<file path="config.mk">
export PLATFORM = sky130hd
export DESIGN_NAME = stuck_at_fault_table_unit
export DESIGN_NICKNAME = d
export VERILOG_FILES = /design/src/rtl/saft_pkg.sv /design/src/rtl/saft_table.sv /design/src/rtl/saft_exec.sv /design/src/rtl/stuck_at_fault_table_unit.sv
export VERILOG_INCLUDE_DIRS = /design/src /design/src/rtl
export SDC_FILE = /design/constraint.sdc
export NUM_CORES = 1
export LEC_CHECK = 0
export ABC_AREA = 1
export BUFFER_PORTS_ARGS = -buffer_cell sky130_fd_sc_hd__buf_2
export CAP_MARGIN = 25
export CORE_UTILIZATION = 39
export DETAILED_ROUTE_END_ITERATION = 10
export PLACE_DENSITY_LB_ADDON = 0.3
export SLEW_MARGIN = 20
export SYNTH_ARGS = -nofsm -noshare
export SYNTH_HDL_FRONTEND = slang
export SYNTH_SLANG_ARGS = --single-unit
</file>
<file path="constraint.sdc">
create_clock -name clock -period 7.27 [get_ports clock]
set_input_delay 1.0905 -clock clock [delete_from_list [all_inputs] [get_ports clock]]
set_output_delay 1.0905 -clock clock [all_outputs]
set_load 0.01 [all_outputs]
</file>
<file path="src/rtl/stuck_at_fault_table_unit_defines.svh">
// Assertion macros for the stuck-at fault table unit.
// Included by the top level; needs signals clock and reset in scope.
`ifndef STUCK_AT_FAULT_TABLE_UNIT_DEFINES_SVH
`define STUCK_AT_FAULT_TABLE_UNIT_DEFINES_SVH

// Same-cycle implication, disabled during reset.
`define SAFT_ASSERT_NOW(label, ante, cons, msg) \
   label: assert property (@(posedge clock) disable iff (reset) (ante) |-> (cons)) \
      else $error(msg);

// Next-cycle implication, disabled during reset.
`define SAFT_ASSERT_NEXT(label, ante, cons, msg) \
   label: assert property (@(posedge clock) disable iff (reset) (ante) |=> (cons)) \
      else $error(msg);

`endif

</file>
<file path="src/rtl/saft_pkg.sv">
// Shared types and constants for the stuck-at fault table unit.
// No dependencies; used by every module of the block.
package saft_pkg;

   localparam int SAFT_TABLE_DEPTH = 16;
   localparam int SAFT_ADDR_BITS   = 40;
   localparam int DATA_BITS        = 8;
   localparam int FUNC_W           = 2;
   localparam int STATUS_W         = 2;
   localparam int BITCNT_W         = 4;
   localparam int MAX_BIT_COUNT    = 8;

   typedef enum logic [FUNC_W-1:0] {
      FUNC_READ   = 2'd0,
      FUNC_INSERT = 2'd1,
      FUNC_DELETE = 2'd2,
      FUNC_CLEAR  = 2'd3
   } func_type;

   typedef enum logic [STATUS_W-1:0] {
      ST_OK        = 2'd0,
      ST_INVALID   = 2'd1,
      ST_FULL      = 2'd2,
      ST_NOT_FOUND = 2'd3
   } status_type;

   typedef enum logic [2:0] {
      OP_NONE,
      OP_NEW,
      OP_UPDATE,
      OP_DELETE,
      OP_CLEAR
   } tbl_op_type;

   // Lookup flags from the table to the executor.
   typedef struct packed {
      logic hit;
      logic free_avail;
   } lookup_type;

   // Table change requested by the executor.
   typedef struct packed {
      tbl_op_type op;
   } update_type;

endpackage

</file>
<file path="src/rtl/saft_table.sv">
// Fault table storage: valid bits, keys, masks, stuck values and entry count.
// Parallel key compare and first-free search. Depends on saft_pkg.
module saft_table import saft_pkg::*; #(
   parameter int TABLE_DEPTH = SAFT_TABLE_DEPTH,
   parameter int ADDR_BITS   = SAFT_ADDR_BITS,
   parameter int IDX_W       = 4,
   parameter int CNT_W       = 5
) (
   input  logic                 clock,
   input  logic                 reset,
   input  logic [ADDR_BITS-1:0] lk_addr,
   output lookup_type           lk,
   output logic [IDX_W-1:0]     hit_idx,
   output logic [IDX_W-1:0]     free_idx,
   output logic [DATA_BITS-1:0] rd_mask,
   output logic [DATA_BITS-1:0] rd_vals,
   output logic [CNT_W-1:0]     count,
   input  update_type           upd,
   input  logic [IDX_W-1:0]     wr_idx,
   input  logic [ADDR_BITS-1:0] wr_addr,
   input  logic [DATA_BITS-1:0] wr_mask,
   input  logic [DATA_BITS-1:0] wr_vals,
   input  logic [CNT_W-1:0]     cnt_in
);

   logic [TABLE_DEPTH-1:0] valid_ff;
   logic [ADDR_BITS-1:0]   addr_ff [TABLE_DEPTH];
   logic [DATA_BITS-1:0]   mask_ff [TABLE_DEPTH];
   logic [DATA_BITS-1:0]   vals_ff [TABLE_DEPTH];
   logic [CNT_W-1:0]       count_ff;
   logic [TABLE_DEPTH-1:0] match;

   always_comb begin
      for (int i = 0; i < TABLE_DEPTH; i++) begin
         match[i] = valid_ff[i] && (addr_ff[i] == lk_addr);
      end
   end

   // Lowest index wins for both the match and the free slot.
   always_comb begin
      lk       = '0;
      hit_idx  = '0;
      free_idx = '0;
      for (int i = TABLE_DEPTH - 1; i >= 0; i--) begin
         if (match[i]) begin
            lk.hit  = 1'b1;
            hit_idx = IDX_W'(i);
         end
         if (!valid_ff[i]) begin
            lk.free_avail = 1'b1;
            free_idx      = IDX_W'(i);
         end
      end
   end

   assign rd_mask = mask_ff[hit_idx];
   assign rd_vals = vals_ff[hit_idx];
   assign count   = count_ff;

   always_ff @(posedge clock) begin
      if (reset) begin
         valid_ff <= '0;
         count_ff <= '0;
      end else begin
         case (upd.op)
            OP_NEW:    valid_ff[wr_idx] <= 1'b1;
            OP_DELETE: valid_ff[wr_idx] <= 1'b0;
            OP_CLEAR:  valid_ff <= '0;
            default:   ;
         endcase
         if (upd.op != OP_NONE) begin
            count_ff <= cnt_in;
         end
      end
   end

   always_ff @(posedge clock) begin
      if (upd.op == OP_NEW) begin
         addr_ff[wr_idx] <= wr_addr;
      end
      if (upd.op == OP_NEW || upd.op == OP_UPDATE) begin
         mask_ff[wr_idx] <= wr_mask;
         vals_ff[wr_idx] <= wr_vals;
      end
   end

endmodule

</file>
<file path="src/rtl/saft_exec.sv">
// Operation decode: builds the result word and the table change for one item.
// Purely combinational; depends on saft_pkg.
module saft_exec import saft_pkg::*; #(
   parameter int IDX_W = 4,
   parameter int CNT_W = 5
) (
   input  logic [FUNC_W-1:0]    func,
   input  logic [DATA_BITS-1:0] data_in,
   input  logic [BITCNT_W-1:0]  error_bit_count,
   input  lookup_type           lk,
   input  logic [IDX_W-1:0]     hit_idx,
   input  logic [IDX_W-1:0]     free_idx,
   input  logic [DATA_BITS-1:0] rd_mask,
   input  logic [DATA_BITS-1:0] rd_vals,
   input  logic [CNT_W-1:0]     count,
   output logic [DATA_BITS-1:0] data_out,
   output logic                 hit,
   output status_type           status,
   output logic [CNT_W-1:0]     cnt_next,
   output update_type           upd,
   output logic [IDX_W-1:0]     wr_idx
);

   always_comb begin
      data_out = '0;
      hit      = lk.hit;
      status   = ST_OK;
      cnt_next = count;
      upd.op   = OP_NONE;
      wr_idx   = hit_idx;
      case (func_type'(func))
         FUNC_READ: begin
            data_out = lk.hit ? ((data_in & ~rd_mask) | (rd_vals & rd_mask)) : data_in;
         end
         FUNC_INSERT: begin
            // Bit count check comes before the full check.
            if (error_bit_count > BITCNT_W'(MAX_BIT_COUNT)) begin
               status = ST_INVALID;
            end else if (lk.hit) begin
               upd.op = OP_UPDATE;
            end else if (lk.free_avail) begin
               upd.op   = OP_NEW;
               wr_idx   = free_idx;
               cnt_next = count + CNT_W'(1);
            end else begin
               status = ST_FULL;
            end
         end
         FUNC_DELETE: begin
            if (lk.hit) begin
               upd.op   = OP_DELETE;
               cnt_next = count - CNT_W'(1);
            end else begin
               status = ST_NOT_FOUND;
            end
         end
         FUNC_CLEAR: begin
            hit      = 1'b0;
            upd.op   = OP_CLEAR;
            cnt_next = '0;
         end
         default: ;
      endcase
   end

endmodule

</file>
<file path="src/rtl/stuck_at_fault_table_unit.sv">
// Stuck-at fault table unit: holds up to TABLE_DEPTH fault entries keyed by byte
// address and applies their stuck bits to bytes read through it. Every word on
// req_ gives exactly one word on rsp_. A word accepted on req_ lands in the input
// register, and its result word is offered on rsp_ once it has moved from there into
// the result register. The unit takes one item per cycle while rsp_ready is high;
// a result word held by rsp_ready low holds the input register, and req_ready stays
// low while that register is full and cannot advance. The rate is set by the
// combinational parallel compare over the flip-flop table, which is also updated
// as the item moves on into the result register, so the next item sees it.
// Depends on saft_pkg, saft_table, saft_exec and the assertion macro header.
module stuck_at_fault_table_unit import saft_pkg::*; #(
   parameter int TABLE_DEPTH = SAFT_TABLE_DEPTH,
   parameter int ADDR_BITS   = SAFT_ADDR_BITS
) (
   input  logic                               clock,
   input  logic                               reset,
   input  logic                               req_valid,
   output logic                               req_ready,
   input  logic [FUNC_W-1:0]                  req_func,
   input  logic [ADDR_BITS-1:0]               req_address,
   input  logic [DATA_BITS-1:0]               req_data_in,
   input  logic [DATA_BITS-1:0]               req_stuck_mask,
   input  logic [DATA_BITS-1:0]               req_stuck_values,
   input  logic [BITCNT_W-1:0]                req_error_bit_count,
   output logic                               rsp_valid,
   input  logic                               rsp_ready,
   output logic [DATA_BITS-1:0]               rsp_data_out,
   output logic                               rsp_hit,
   output logic [STATUS_W-1:0]                rsp_status,
   output logic [$clog2(TABLE_DEPTH+1)-1:0]   rsp_entry_count
);

   localparam int IDX_W = (TABLE_DEPTH > 1) ? $clog2(TABLE_DEPTH) : 1;
   localparam int CNT_W = $clog2(TABLE_DEPTH + 1);

   // Input register
   logic                 s1_valid_ff, s1_valid_in;
   logic [FUNC_W-1:0]    s1_func_ff;
   logic [ADDR_BITS-1:0] s1_addr_ff;
   logic [DATA_BITS-1:0] s1_din_ff;
   logic [DATA_BITS-1:0] s1_mask_ff;
   logic [DATA_BITS-1:0] s1_vals_ff;
   logic [BITCNT_W-1:0]  s1_nbits_ff;

   // Result register
   logic                 rsp_valid_ff, rsp_valid_in;
   logic [DATA_BITS-1:0] rsp_data_ff;
   logic                 rsp_hit_ff;
   logic [STATUS_W-1:0]  rsp_status_ff;
   logic [CNT_W-1:0]     rsp_count_ff;

   logic                 rsp_free;
   logic                 s1_go;
   logic                 req_take;

   lookup_type           lk;
   logic [IDX_W-1:0]     hit_idx;
   logic [IDX_W-1:0]     free_idx;
   logic [DATA_BITS-1:0] rd_mask;
   logic [DATA_BITS-1:0] rd_vals;
   logic [CNT_W-1:0]     count;

   logic [DATA_BITS-1:0] ex_data;
   logic                 ex_hit;
   status_type           ex_status;
   logic [CNT_W-1:0]     ex_count;
   update_type           ex_upd;
   update_type           upd;
   logic [IDX_W-1:0]     wr_idx;

   assign rsp_free  = !rsp_valid_ff || rsp_ready;
   assign s1_go     = s1_valid_ff && rsp_free;
   assign req_ready = !s1_valid_ff || s1_go;
   assign req_take  = req_valid && req_ready;

   assign s1_valid_in  = req_take || (s1_valid_ff && !s1_go);
   assign rsp_valid_in = s1_go || (rsp_valid_ff && !rsp_ready);

   // Commit table changes only when the item moves into the result register.
   always_comb begin
      upd = ex_upd;
      if (!s1_go) begin
         upd.op = OP_NONE;
      end
   end

   saft_table #(
      .TABLE_DEPTH (TABLE_DEPTH),
      .ADDR_BITS   (ADDR_BITS),
      .IDX_W       (IDX_W),
      .CNT_W       (CNT_W)
   ) u_table (
      .clock    (clock),
      .reset    (reset),
      .lk_addr  (s1_addr_ff),
      .lk       (lk),
      .hit_idx  (hit_idx),
      .free_idx (free_idx),
      .rd_mask  (rd_mask),
      .rd_vals  (rd_vals),
      .count    (count),
      .upd      (upd),
      .wr_idx   (wr_idx),
      .wr_addr  (s1_addr_ff),
      .wr_mask  (s1_mask_ff),
      .wr_vals  (s1_vals_ff),
      .cnt_in   (ex_count)
   );

   saft_exec #(
      .IDX_W (IDX_W),
      .CNT_W (CNT_W)
   ) u_exec (
      .func            (s1_func_ff),
      .data_in         (s1_din_ff),
      .error_bit_count (s1_nbits_ff),
      .lk              (lk),
      .hit_idx         (hit_idx),
      .free_idx        (free_idx),
      .rd_mask         (rd_mask),
      .rd_vals         (rd_vals),
      .count           (count),
      .data_out        (ex_data),
      .hit             (ex_hit),
      .status          (ex_status),
      .cnt_next        (ex_count),
      .upd             (ex_upd),
      .wr_idx          (wr_idx)
   );

   always_ff @(posedge clock) begin
      if (reset) begin
         s1_valid_ff  <= 1'b0;
         rsp_valid_ff <= 1'b0;
      end else begin
         s1_valid_ff  <= s1_valid_in;
         rsp_valid_ff <= rsp_valid_in;
      end
   end

   always_ff @(posedge clock) begin
      if (req_take) begin
         s1_func_ff  <= req_func;
         s1_addr_ff  <= req_address;
         s1_din_ff   <= req_data_in;
         s1_mask_ff  <= req_stuck_mask;
         s1_vals_ff  <= req_stuck_values;
         s1_nbits_ff <= req_error_bit_count;
      end
      if (s1_go) begin
         rsp_data_ff   <= ex_data;
         rsp_hit_ff    <= ex_hit;
         rsp_status_ff <= ex_status;
         rsp_count_ff  <= ex_count;
      end
   end

   assign rsp_valid       = rsp_valid_ff;
   assign rsp_data_out    = rsp_data_ff;
   assign rsp_hit         = rsp_hit_ff;
   assign rsp_status      = rsp_status_ff;
   assign rsp_entry_count = rsp_count_ff;

`include "stuck_at_fault_table_unit_defines.svh"

   `SAFT_ASSERT_NOW(a_full_at_depth, rsp_valid && rsp_status == ST_FULL, rsp_entry_count == CNT_W'(TABLE_DEPTH), "table full reported below depth")
   `SAFT_ASSERT_NOW(a_not_found_no_hit, rsp_valid && rsp_status == ST_NOT_FOUND, !rsp_hit, "not found reported with hit")
   `SAFT_ASSERT_NEXT(a_clear_empties, s1_go && s1_func_ff == FUNC_CLEAR, count == '0, "entry count not zero after clear")
   `SAFT_ASSERT_NEXT(a_new_counts_up, upd.op == OP_NEW, count == $past(count) + CNT_W'(1), "new entry did not raise count")

endmodule

</file>
=== After elaboration in Yosys (flattened, before gate mapping) ===
Memory sizes are Yosys's and may differ from the RTL's.
Cells that the tools add are included.

* $add $sub $neg: 2
* Multiply operators: 0
* Divide/modulo/power cells: 0
* Order comparisons: 3
* Equality and inequality tests: 23
* Shift-type cells: 0
* Muxes and demuxes: 92
* Bitwise operators: 7
* Reduce and logical (&&, ||, !) cells: 33

{| class="wikitable"
|+ Operators with widths
! cell !! number
|-
| 40-bit == test || 16
|-
| 4-bit 2-to-1 mux || 36
|-
| 16-bit case mux with 3 select lines || 1
|-
| 1-bit 2-to-1 mux || 38
|-
| 1-bit logical AND || 21
|-
| 5-bit 2-to-1 mux || 4
|-
| 16-bit bitwise AND || 1
|-
| 8-bit bitwise AND || 2
|-
| 16-bit inverter || 1
|-
| 16-bit OR || 1
|-
| 5-bit case mux with 3 select lines || 1
|-
| 2-bit 2-to-1 mux || 5
|-
| 3-bit 2-to-1 mux || 3
|-
| 3-bit case mux with 3 select lines || 1
|-
| 8-bit 2-to-1 mux || 1
|-
| 8-bit inverter || 1
|-
| 8-bit OR || 1
|-
| 3-bit by 2-bit == test with 1-bit output, second input constant || 2
|-
| 3-bit nonzero test || 2
|-
| 5-bit by 1-bit adder with 5-bit output, second input constant || 1
|-
| 1-bit logical OR || 5
|-
| 4-bit by 5-bit < comparator with 1-bit output, second input constant || 1
|-
| 5-bit by 1-bit subtractor with 5-bit output, second input constant || 1
|-
| 1-bit demux with 4-bit select || 1
|-
| 9 further kinds || 13
|}

* Register bits after elaboration: 109
* Latch bits: 0
* RAM bits: 896
* Memory bits (read-only): 0
* Input port bits: 74
* Output and inout port bits: 18
* Logic and storage cells: 177
* Memories: 3

{| class="wikitable"
|+ Memory list
! name !! words !! bits a word !! rd ports !! clocked after memory_dff !! write ports !! line !! source
|-
| u_table.addr_ff || 16 || 40 || 16 || 0 || 1 || saft_table.sv:27 || <nowiki>logic [ADDR_BITS-1:0] addr_ff [TABLE_DEPTH];</nowiki>
|-
| u_table.mask_ff || 16 || 8 || 1 || 0 || 1 || saft_table.sv:28 || <nowiki>logic [DATA_BITS-1:0] mask_ff [TABLE_DEPTH];</nowiki>
|-
| u_table.vals_ff || 16 || 8 || 1 || 0 || 1 || saft_table.sv:29 || <nowiki>logic [DATA_BITS-1:0] vals_ff [TABLE_DEPTH];</nowiki>
|}

=== Depth between registers and ports, before layout ===
Gate-level depths: netlist (run 1).
An unclocked memory read counts as a cell.

* Word-level depth: 30
* Depth in mapped cells: 38
* Mapped depth without buffers: 35

=== Cells and area by module ===
From an unflattened synthesis (run 1), not the netlist that was laid out.

* Cell total of the unflattened synthesis: 3551
* Area, all modules: 43110.1 sq um

{| class="wikitable"
|+ Modules (own cells, without submodules)
! module !! times used !! cells each !! area an instance (sq um) !! sequential area each (sq um)
|-
| saft_table || 1 || 3312 || 39736.9 || 27326.2
|-
| stuck_at_fault_table_unit || 1 || 105 || 2698.8 || 2622.5
|-
| saft_exec || 1 || 134 || 674.4 || 0.0
|}

=== Worst setup path after synthesis (run 1) ===
No wires, ideal clock.

* Path kind: register -> register
* Start point: register s1_addr_ff[28]
* End point: memory u_table.addr_ff[10][0] (netlist name) (enable)
* Setup time: 437 ps
* Data arrival time: 4630 ps
* Data required time: 6833 ps
* Setup slack: 2203 ps
* Cell stages (with the launch flop): 19
* Buffers on the path: 3
* Clock period less this slack: 5067 ps
* Cells stage by stage: edfxtp_1 > buf_2 > buf_6 > or2_2 > a221oi_1 > nor4b_2 > nand3_1 > nand2_1 > nor2_1 > nand2_2 > nor2_4 > inv_2 > nand2_1 > nand2_1 > nand2_1 > nor2_1 > inv_1 > buf_2 > nor2_1

* Longest elaborated chain between the ends: 25
* Elaborated cells between the ends (all ways): 76
* Those cells by class: eq/ne (17); mux (43); reduce/logical (16)

{| class="wikitable"
|+ RTL lines
! item !! line !! source
|-
| start: declaration || stuck_at_fault_table_unit.sv:39 || <nowiki>logic [ADDR_BITS-1:0] s1_addr_ff;</nowiki>
|-
| start signal: assignment || stuck_at_fault_table_unit.sv:144 || <nowiki>s1_addr_ff <= req_address;</nowiki>
|-
| 40-bit == test || saft_table.sv:35 || <nowiki>match[i] = valid_ff[i] && (addr_ff[i] == lk_addr);</nowiki>
|-
| 1-bit logical AND || saft_table.sv:35 ||
|-
| 1-bit 2-to-1 mux (16 in a row) || saft_table.sv:45 || <nowiki>if (match[i]) begin</nowiki>
|-
| 3-bit 2-to-1 mux || saft_exec.sv:39 || <nowiki>end else if (lk.hit) begin</nowiki>
|-
| 3-bit 2-to-1 mux || saft_exec.sv:37 || <nowiki>if (error_bit_count > BITCNT_W'(MAX_BIT_COUNT)) begin</nowiki>
|-
| 3-bit case mux with 3 select lines || saft_exec.sv:31 || <nowiki>case (func_type'(func))</nowiki>
|-
| 3-bit 2-to-1 mux || stuck_at_fault_table_unit.sv:82 || <nowiki>if (!s1_go) begin</nowiki>
|-
| 3-bit by 1-bit == test with 1-bit output || saft_table.sv:78 || <nowiki>if (upd.op == OP_NEW) begin</nowiki>
|-
| 1-bit 2-to-1 mux || saft_table.sv:78 ||
|-
| 1-bit 2-to-1 mux (not written as such) || saft_table.sv:79 || <nowiki>addr_ff[wr_idx] <= wr_addr;</nowiki>
|-
| end: declaration || saft_table.sv:27 ||
|}

Parallel ways exist; a longest one is shown, timed or not.

=== Final worst setup path (run 1) ===
* Start point: register s1_addr_ff[33]
* End point: memory u_table.addr_ff[3][29] (netlist name) (enable)

Same word-level chain as after synthesis.

==> run metrics, run 1 <==
status completed; Seq cells post-synth 1005; crit path max-delay cell type edfxtp_1; CP top delay family simple AND/OR/NAND/NOR gates; nets 3843; MaxCap Viol Count 0; critical path launch point type flop; Worst path max stage delay 0.79 ns; Post-CTS Setup Repair Bufs 0; Port Buffers 91; hold_buf cts 0; CTS tree done; Worst Hold Depth 2; Final setup viols 0; IO Count 92; sequential share of the synthesized area 69.4%; clk buf depth 3; EDFF count, synth 982; Core ar. 109000 µm²; max-slew violations 0; row cnt 121; fin crit share 83.6%; vias after detailed routing 29947; Starting Density 39.5%; Fin. Hold Viols 0; drt drc 0; Worst R2R Path Depth 19; warnings from Yosys 0; gpl congestion 0.930; worst flop-to-flop path endpoint u_table.addr_ff[3][29]; Placed Instances 5131; post-synthesis instance area 43100 µm²; Setup TNS 0 ns; Layout Cells excl Fill 5329; main flop type after synthesis edfxtp_1; initial antenna violation count 8; gr ovfl total 0; asr flop ratio synth 0%; syn_area_per_cell 12.0 µm²; Critical Path Sink Type flop; drt first pass iters 6; P per Cell Area 255 nW/µm²; Min-Delay Startpoint s1_valid_ff; unrepaired setup endpoints after global routing false; PostCTS Resize Cnt 0; antenna viol nets, final 0; reg2reg setup slack 1.19 ns; kind of critical path reg -> reg; synthesized net count 3689; Hold Path Class reg -> reg; Distinct cells, synth 59; cts bufs inserted 104; die area 112000 µm²; Worst Tran Pin Value 1.02 ns; Hold Path Sink rsp_valid; vias per cell 5.62; CP most frequent cell nand2_1; vias in the first global route 28127; Total Wirelength 138000 µm; hpwl dp 82400 µm; Final min period 6.08 ns; Die H 335 µm; largest net degree at the start of global routing 100; Data required, critical path 7.70 ns; total power 12.5 mW; Crit Reg-Reg Startpoint s1_addr_ff[33]; critical path fanouts, max 36; Crit path buffers/inverters 3; H-tree levels 3; Area Growth Syn to Fin 13.8%; VDD IR max 200 µV; CTS Root Cell clkbuf_16; clk_lat worst skew 0.73 ns; clock slew at reported path FFs 0.06 ns; Leakage 17.6 nW; critical-path cell list inv_1 -> buf_4 -> o21ai_0 -> nor4_1 -> nand4_1 -> nor3_1 -> nand2_1 -> nand2_1 -> nand2_1 -> nand2_1 -> nand2_1 -> nand2_1 -> nand2_2 -> nand2_4 -> nand2_4 -> a21oi_2 -> nand2_1 -> nor2_4 -> buf_16; Die X 335 µm; Worst EP arrival 6.51 ns; first-pass GRT wire length 197000 µm; clock sinks 1005; clock skew 0.0412 ns; Rel. slew slack 32.0%; layout cells sized above 1 12.5%; fmax 165 MHz; initial drt markers 4620; Tot GR Track Use 24.4%; WL per Instance 26.0 µm; cells after synthesis 3608
[logic make-up after synthesis]
logic type	after synthesis	share of synthesized area [%]
xor+xnor	179	3.64
simple gates	1508	14.9
flops	1005	69.4
fa+ha+maj	7	0.203
buf+inv	397	4.34
compound gates	512	7.48
[layer usage]
metal / routed length (µm) / global-route usage (%) / vias up
met5: 0 / 0 / -
met4: 6400 / 11.1 / 0
met3: 14700 / 4.14 / 342
met2: 61700 / 37.5 / 1856
met1: 55600 / 34.0 / 14644
li1: - / - / 13105
[worst max-delay path by stage]
stage,to,slack (ns),startpoint,depth (start not counted)
3_5_place_dp,u_table.addr_ff[3][15],1.40,s1_addr_ff[33],19
5_1_grt,u_table.addr_ff[3][17],1.01,s1_addr_ff[33],19
4_1_cts,u_table.addr_ff[12][6],1.38,s1_addr_ff[33],21
3_3_place_gp,u_table.addr_ff[3][33],1.27,s1_addr_ff[33],18
6_report,u_table.addr_ff[3][29],1.19,s1_addr_ff[33],19
2_1_floorplan,u_table.addr_ff[10][0],2.20,s1_addr_ff[28],18
[cell usage after synthesis (all sizes together), types with 2 or more instances]
cell,count,area (µm²)
o22ai,98,613
and2,2,12.5
dfxtp,23,460
a22o,59,517
nand3,125,636
a221oi,26,234
ha,7,87.6
clkbuf,24,91.3
nor4,75,475
o2111ai,7,61.3
o211ai,5,37.5
a31oi,3,18.8
a2111oi,2,18.8
a221o,2,20.0
nor2,226,871
buf,134,883
edfxtp,982,29500
inv,238,893
or2,25,156
o21bai,8,60.1
o21a,7,52.6
nand2,955,3610
a211oi,12,90.1
xnor2,104,911
nor3,24,120
nor4b,7,73.8
a31o,3,26.3
xor2,75,657
a21oi,47,250
a22oi,6,45.0
o221ai,2,17.5
o21ai,221,1120
nand3b,30,229
nand4,39,244
[flip-flops by register name, summed over array words and instances, names as in the netlist, 4 cells and up]
| name | cells |
|---|---|
| rsp_data_out | 8 |
| s1_mask_ff | 8 |
| s1_din_ff | 8 |
| rsp_entry_count | 5 |
| s1_nbits_ff | 4 |
| u_table.valid_ff | 16 |
| s1_vals_ff | 8 |
| u_table.mask_ff | 128 |
| u_table.count | 5 |
| u_table.vals_ff | 128 |
| s1_addr_ff | 40 |
| u_table.addr_ff | 640 |
[through the flow]
stage	setup WS (ns)	hold slack [ns]	utilization (%)	cell area, µm²
after global placement	1.27	0.457	41.6	45500
final	1.19	0.473	44.9	49100
after CTS	1.38	0.472	44.9	49000
after floorplan	2.20	0.437	-	43100
after detailed placement	1.40	0.463	41.7	45600
after global routing	1.01	0.524	44.9	49100
[where the power goes]
part           switching [mW]  total [mW]  internal, mW
Clock                    2.33        5.45          3.12
Sequential             0.0517        6.45          6.40
Combinational           0.460       0.606         0.147
Total                    2.85        12.5          9.66
[final cells by class]
type                            count  area, µm²
Antenna cell                        2       5.00
Clock buffer                      125       2720
Clock inverter                     70        747
Fill cell                       10049      60300
Inverter                          239        898
Multi-Input combinational cell   2206      11500
Sequential cell                  1005      29900
Tap cell                         1476       1850
Timing Repair Buffer              206       1410
[placed cells by master (no fill, tap or decap), types with 5 or more instances in the layout]
| cell type | synthesis | final |
|---|---|---|
| nor2_4 | 2 | 18 |
| a221oi_1 | 25 | 25 |
| inv_2 | 29 | 29 |
| xor2_1 | 75 | 75 |
| buf_12 | 0 | 5 |
| nand3_1 | 123 | 123 |
| nand3b_1 | 29 | 29 |
| xnor2_1 | 104 | 104 |
| clkinvlp_4 | 0 | 6 |
| nor2_2 | 3 | 19 |
| ha_1 | 7 | 7 |
| buf_2 | 64 | 92 |
| nor2_1 | 221 | 189 |
| buf_4 | 34 | 107 |
| o211ai_1 | 5 | 5 |
| o21ai_1 | 32 | 32 |
| clkbuf_1 | 23 | 18 |
| inv_1 | 209 | 208 |
| o2111ai_1 | 7 | 7 |
| clkinv_1 | 1 | 20 |
| bufinv_16 | 0 | 12 |
| nand2_1 | 950 | 949 |
| a22o_1 | 59 | 59 |
| o22ai_1 | 98 | 98 |
| clkinv_2 | 0 | 27 |
| a22oi_1 | 6 | 6 |
| o21ai_0 | 185 | 185 |
| clkbuf_16 | 0 | 105 |
| nand4_1 | 39 | 39 |
| dfxtp_1 | 23 | 23 |
| nor4_1 | 74 | 73 |
| nor4b_1 | 5 | 5 |
| o21a_1 | 7 | 7 |
| a211oi_1 | 12 | 12 |
| edfxtp_1 | 982 | 982 |
| or2_2 | 23 | 23 |
| nor3_1 | 24 | 24 |
| o21bai_1 | 8 | 8 |
| a21oi_1 | 43 | 43 |
[tightest hold or removal path, cell delays in order, from the launching register on]
cell     delay, ns
dfxtp_1       0.32
inv_1         0.05
a21oi_1       0.05
(Power assumes the default switching activity.)
==> run 2, diff against run 1 <==
--- a/config.mk
+++ b/config.mk
@@ -6,7 +6,7 @@
 export SDC_FILE = /design/constraint.sdc
 export NUM_CORES = 1
 export LEC_CHECK = 0
-export ABC_AREA = 1
+export ABC_AREA = 0
 export BUFFER_PORTS_ARGS = -buffer_cell sky130_fd_sc_hd__buf_2
 export CAP_MARGIN = 25
 export CORE_UTILIZATION = 39
==> constraint.sdc (replaced) <==
create_clock -name clock -period 5.9 [get_ports clock]
set_input_delay 0.885 -clock clock [delete_from_list [all_inputs] [get_ports clock]]
set_output_delay 0.885 -clock clock [all_outputs]
set_load 0.01 [all_outputs]
==> run 2 against run 1 <==
Routed wire length decreased by 11%. Count of clock-buffer cells in the layout up 2. Sequential power is 23% higher. Cell count shrank 11%. Clock skew up 0.049 ns. First-iteration DRC count decreased by 50%. Sequential share of layout area fell by 2.3 points. Worst hold slack worse by 0.14 ns. Area after synthesis rose by 2.6%. Setup slack got worse by 0.71 ns. Combinational power is 30% higher. Critical endpoint is now rsp_data_out[0]. Highest routed layer unchanged.
==> run metrics, run 2 <==
Seq cells post-synth 1005 (unchanged); EDFF count, synth 982 (unchanged); Fin. Hold Viols 0 (unchanged); Hold Path Class in -> reg (was reg -> reg); most frequent cells in the layout edfxtp_1, xnor2_1, nand4_1 (was edfxtp_1, nand2_1, inv_1); critical-path cell list xor2_1 -> nor4_1 -> nand3_1 -> nor4_4 -> nor4b_2 -> a211oi_4 -> buf_12 -> buf_4 -> mux2i_1 -> mux2i_1 -> mux2_2 -> a32oi_1 -> mux2i_1 -> nor2b_1 (was inv_1 -> buf_4 -> o21ai_0 -> nor4_1 -> nand4_1 -> nor3_1 -> nand2_1 -> nand2_1 -> nand2_1 -> nand2_1 -> nand2_1 -> nand2_1 -> nand2_2 -> nand2_4 -> nand2_4 -> a21oi_2 -> nand2_1 -> nor2_4 -> buf_16); total power 15.4 mW (was 12.5 mW); Die H 339 µm (was 335 µm); syn_area_per_cell 15.1 µm² (was 12.0 µm²); Top reg by flops u_table.addr_ff (unchanged); Final Util 45.3% (was 44.9%); Final min period 5.42 ns (was 6.08 ns); Port Buffers 91 (unchanged); nets 3256 (was 3843); CTS Root Cell clkbuf_16 (unchanged); first-pass GRT wire length 178000 µm (was 197000 µm); Synth area leaders edfxtp_1, xnor2_1, mux2i_1 (was edfxtp_1, nand2_1, o21ai_0); gr ovfl total 0 (unchanged); clk buf depth 3 (unchanged); Critical Path Sink Type flop (unchanged); clock slew at reported path FFs 0.06 ns (about the same); row cnt 123 (was 121); max-slew violations 0 (unchanged); critical path fanouts, max 19 (was 36); MaxCap Viol Count 0 (unchanged); asr flop ratio synth 0% (unchanged); CP most frequent cell mux2i_1 (was nand2_1); critical path launch point type flop (unchanged); antenna viol nets, final 0 (unchanged); Post-CTS Setup Repair Bufs 0 (unchanged); vias in the first global route 25458 (was 28127); Leakage 15.8 nW (was 17.6 nW); crit path max-delay cell type edfxtp_1 (unchanged); Final setup viols 0 (unchanged); Commonest cells post-synth edfxtp_1, xnor2_1, nand4_1 (was edfxtp_1, nand2_1, nor2_1); die area 115000 µm² (was 112000 µm²); Crit path buffers/inverters 2 (was 3); Distinct cells, synth 82 (was 59); hpwl dp 79400 µm (was 82400 µm); clock sinks 1005 (unchanged); drt drc 0 (unchanged); Tot GR Track Use 21.2% (was 24.4%); vias after detailed routing 26038 (was 29947); post-synthesis instance area 44300 µm² (was 43100 µm²); VDD IR max 251 µV (was 200 µV); Starting Density 39.3% (was 39.5%); Largest register FFs 640 (unchanged); Worst Tran Pin Value 0.979 ns (was 1.02 ns); Worst Hold Depth 1 (was 2); Rel. slew slack 34.7% (was 32.0%); area leader, netlist edfxtp_1 (unchanged); biggest registers after layout u_table.addr_ff x640, u_table.mask_ff x128, u_table.vals_ff x128 (unchanged); Fin Hold WS 0.335 ns (was 0.473 ns); Setup TNS 0 ns (unchanged); most common cell after layout, fill and taps aside edfxtp_1 (unchanged); P per Cell Area 302 nW/µm² (was 255 nW/µm²); unrepaired setup endpoints after global routing false (unchanged); clk_lat worst skew 0.73 ns (about the same); WL per Instance 25.9 µm (was 26.0 µm); Core ar. 112000 µm² (was 109000 µm²); main flop type after synthesis edfxtp_1 (unchanged); largest net degree at the start of global routing 42 (was 100); Total Wirelength 123000 µm (was 138000 µm); kind of critical path reg -> reg (unchanged); status completed (unchanged); fin crit share 91.9% (was 83.6%); synthesized net count 3022 (was 3689); cts bufs inserted 104 (unchanged); Die X 339 µm (was 335 µm); hold_buf cts 0 (unchanged); CTS tree done (unchanged); sequential share of the synthesized area 67.7% (was 69.4%); Worst R2R Path Depth 14 (was 19); PostCTS Resize Cnt 0 (unchanged); initial drt markers 2333 (was 4620); fmax 185 MHz (was 165 MHz); vias per cell 5.46 (was 5.62); Worst EP arrival 5.86 ns (was 6.51 ns); layout cells sized above 1 14.0% (was 12.5%); Area Growth Syn to Fin 15.2% (was 13.8%); IO Count 92 (unchanged); drt first pass iters 5 (was 6); post-synth top area share 66.6% (was 68.4%); most frequent cell after synthesis edfxtp_1 (unchanged); gpl congestion 0.906 (was 0.930); Crit. path cell count 14 (was 19); Data required, critical path 6.34 ns (was 7.70 ns); H-tree levels 3 (unchanged); cells after synthesis 2941 (was 3608); initial antenna violation count 1 (was 8); warnings from Yosys 0 (unchanged); CP top delay family simple AND/OR/NAND/NOR gates (unchanged); Worst path max stage delay 0.99 ns (was 0.79 ns); clock skew 0.0900 ns (was 0.0412 ns)
==> run 2: cell types whose count changed in the layout (fill, tap and decap cells not counted), moves of 156 or more <==
cell / change
inv_1: -164
nand4_1: +204
nand2_1: -845
mux2i_1: +206
xnor2_1: +401
o21ai_0: -156
==> run 2: area by class of cell <==
cell class | instances | area, µm²
antenna | 1 | 2.50
clock buffer | 127 | 2710
clock inverter | 69 | 728
fill | 9875 | 61500
inverter | 45 | 169
multi-input combinational | 1777 | 13400
sequential | 1005 | 29900
tap | 1500 | 1880
timing repair buffer | 242 | 2150
==> run 2: logic make-up after synthesis <==
group	after synthesis	share of synthesized area [%]
flip-flops	1005	67.7
AND/OR/NAND/NOR	756	9.78
XOR/XNOR	629	12.5
multiplexers	216	4.91
AO/OA/AOI/OAI	169	2.63
buffers and inverters	159	2.31
adder cells (fa/ha/maj)	7	0.198
==> run 2: through the flow <==
step | cell area [µm²] | setup slack (ns) | instances
after floorplan | 44300 | 0.526 | 2941
final | 51000 | 0.480 | 4766
after global placement | 47500 | 0.392 | 4568
after CTS | 51000 | 0.508 | 4765
after global routing | 51000 | 0.361 | 4765
after detailed placement | 47600 | 0.527 | 4569
==> run 2: path summary, 6_finish.rpt <==
check	start	endpoint	slack [ns]
worst max-delay path	s1_addr_ff[36]	rsp_data_out[0]	0.48
worst min register to register	s1_valid_ff	rsp_valid	0.52
worst max register to register	s1_addr_ff[36]	rsp_data_out[0]	0.48
worst min-delay path	req_address[32]	s1_addr_ff[32]	0.33
==> run 2: power breakdown <==
part           switching (mW)  internal [mW]
clock network            2.82           3.81
registers              0.0824           7.88
logic                   0.522          0.264
total                    3.43           12.0
==> run 2: per-layer routing <==
layer | global-route usage, % | share of wire [%] | vias up
li1 | - | - | 11695
met1 | 29.3 | 44 | 13221
met2 | 34.4 | 47 | 930
met3 | 3.17 | 5.7 | 192
met4 | 6.59 | 3.1 | 0
met5 | 0 | 0 | -
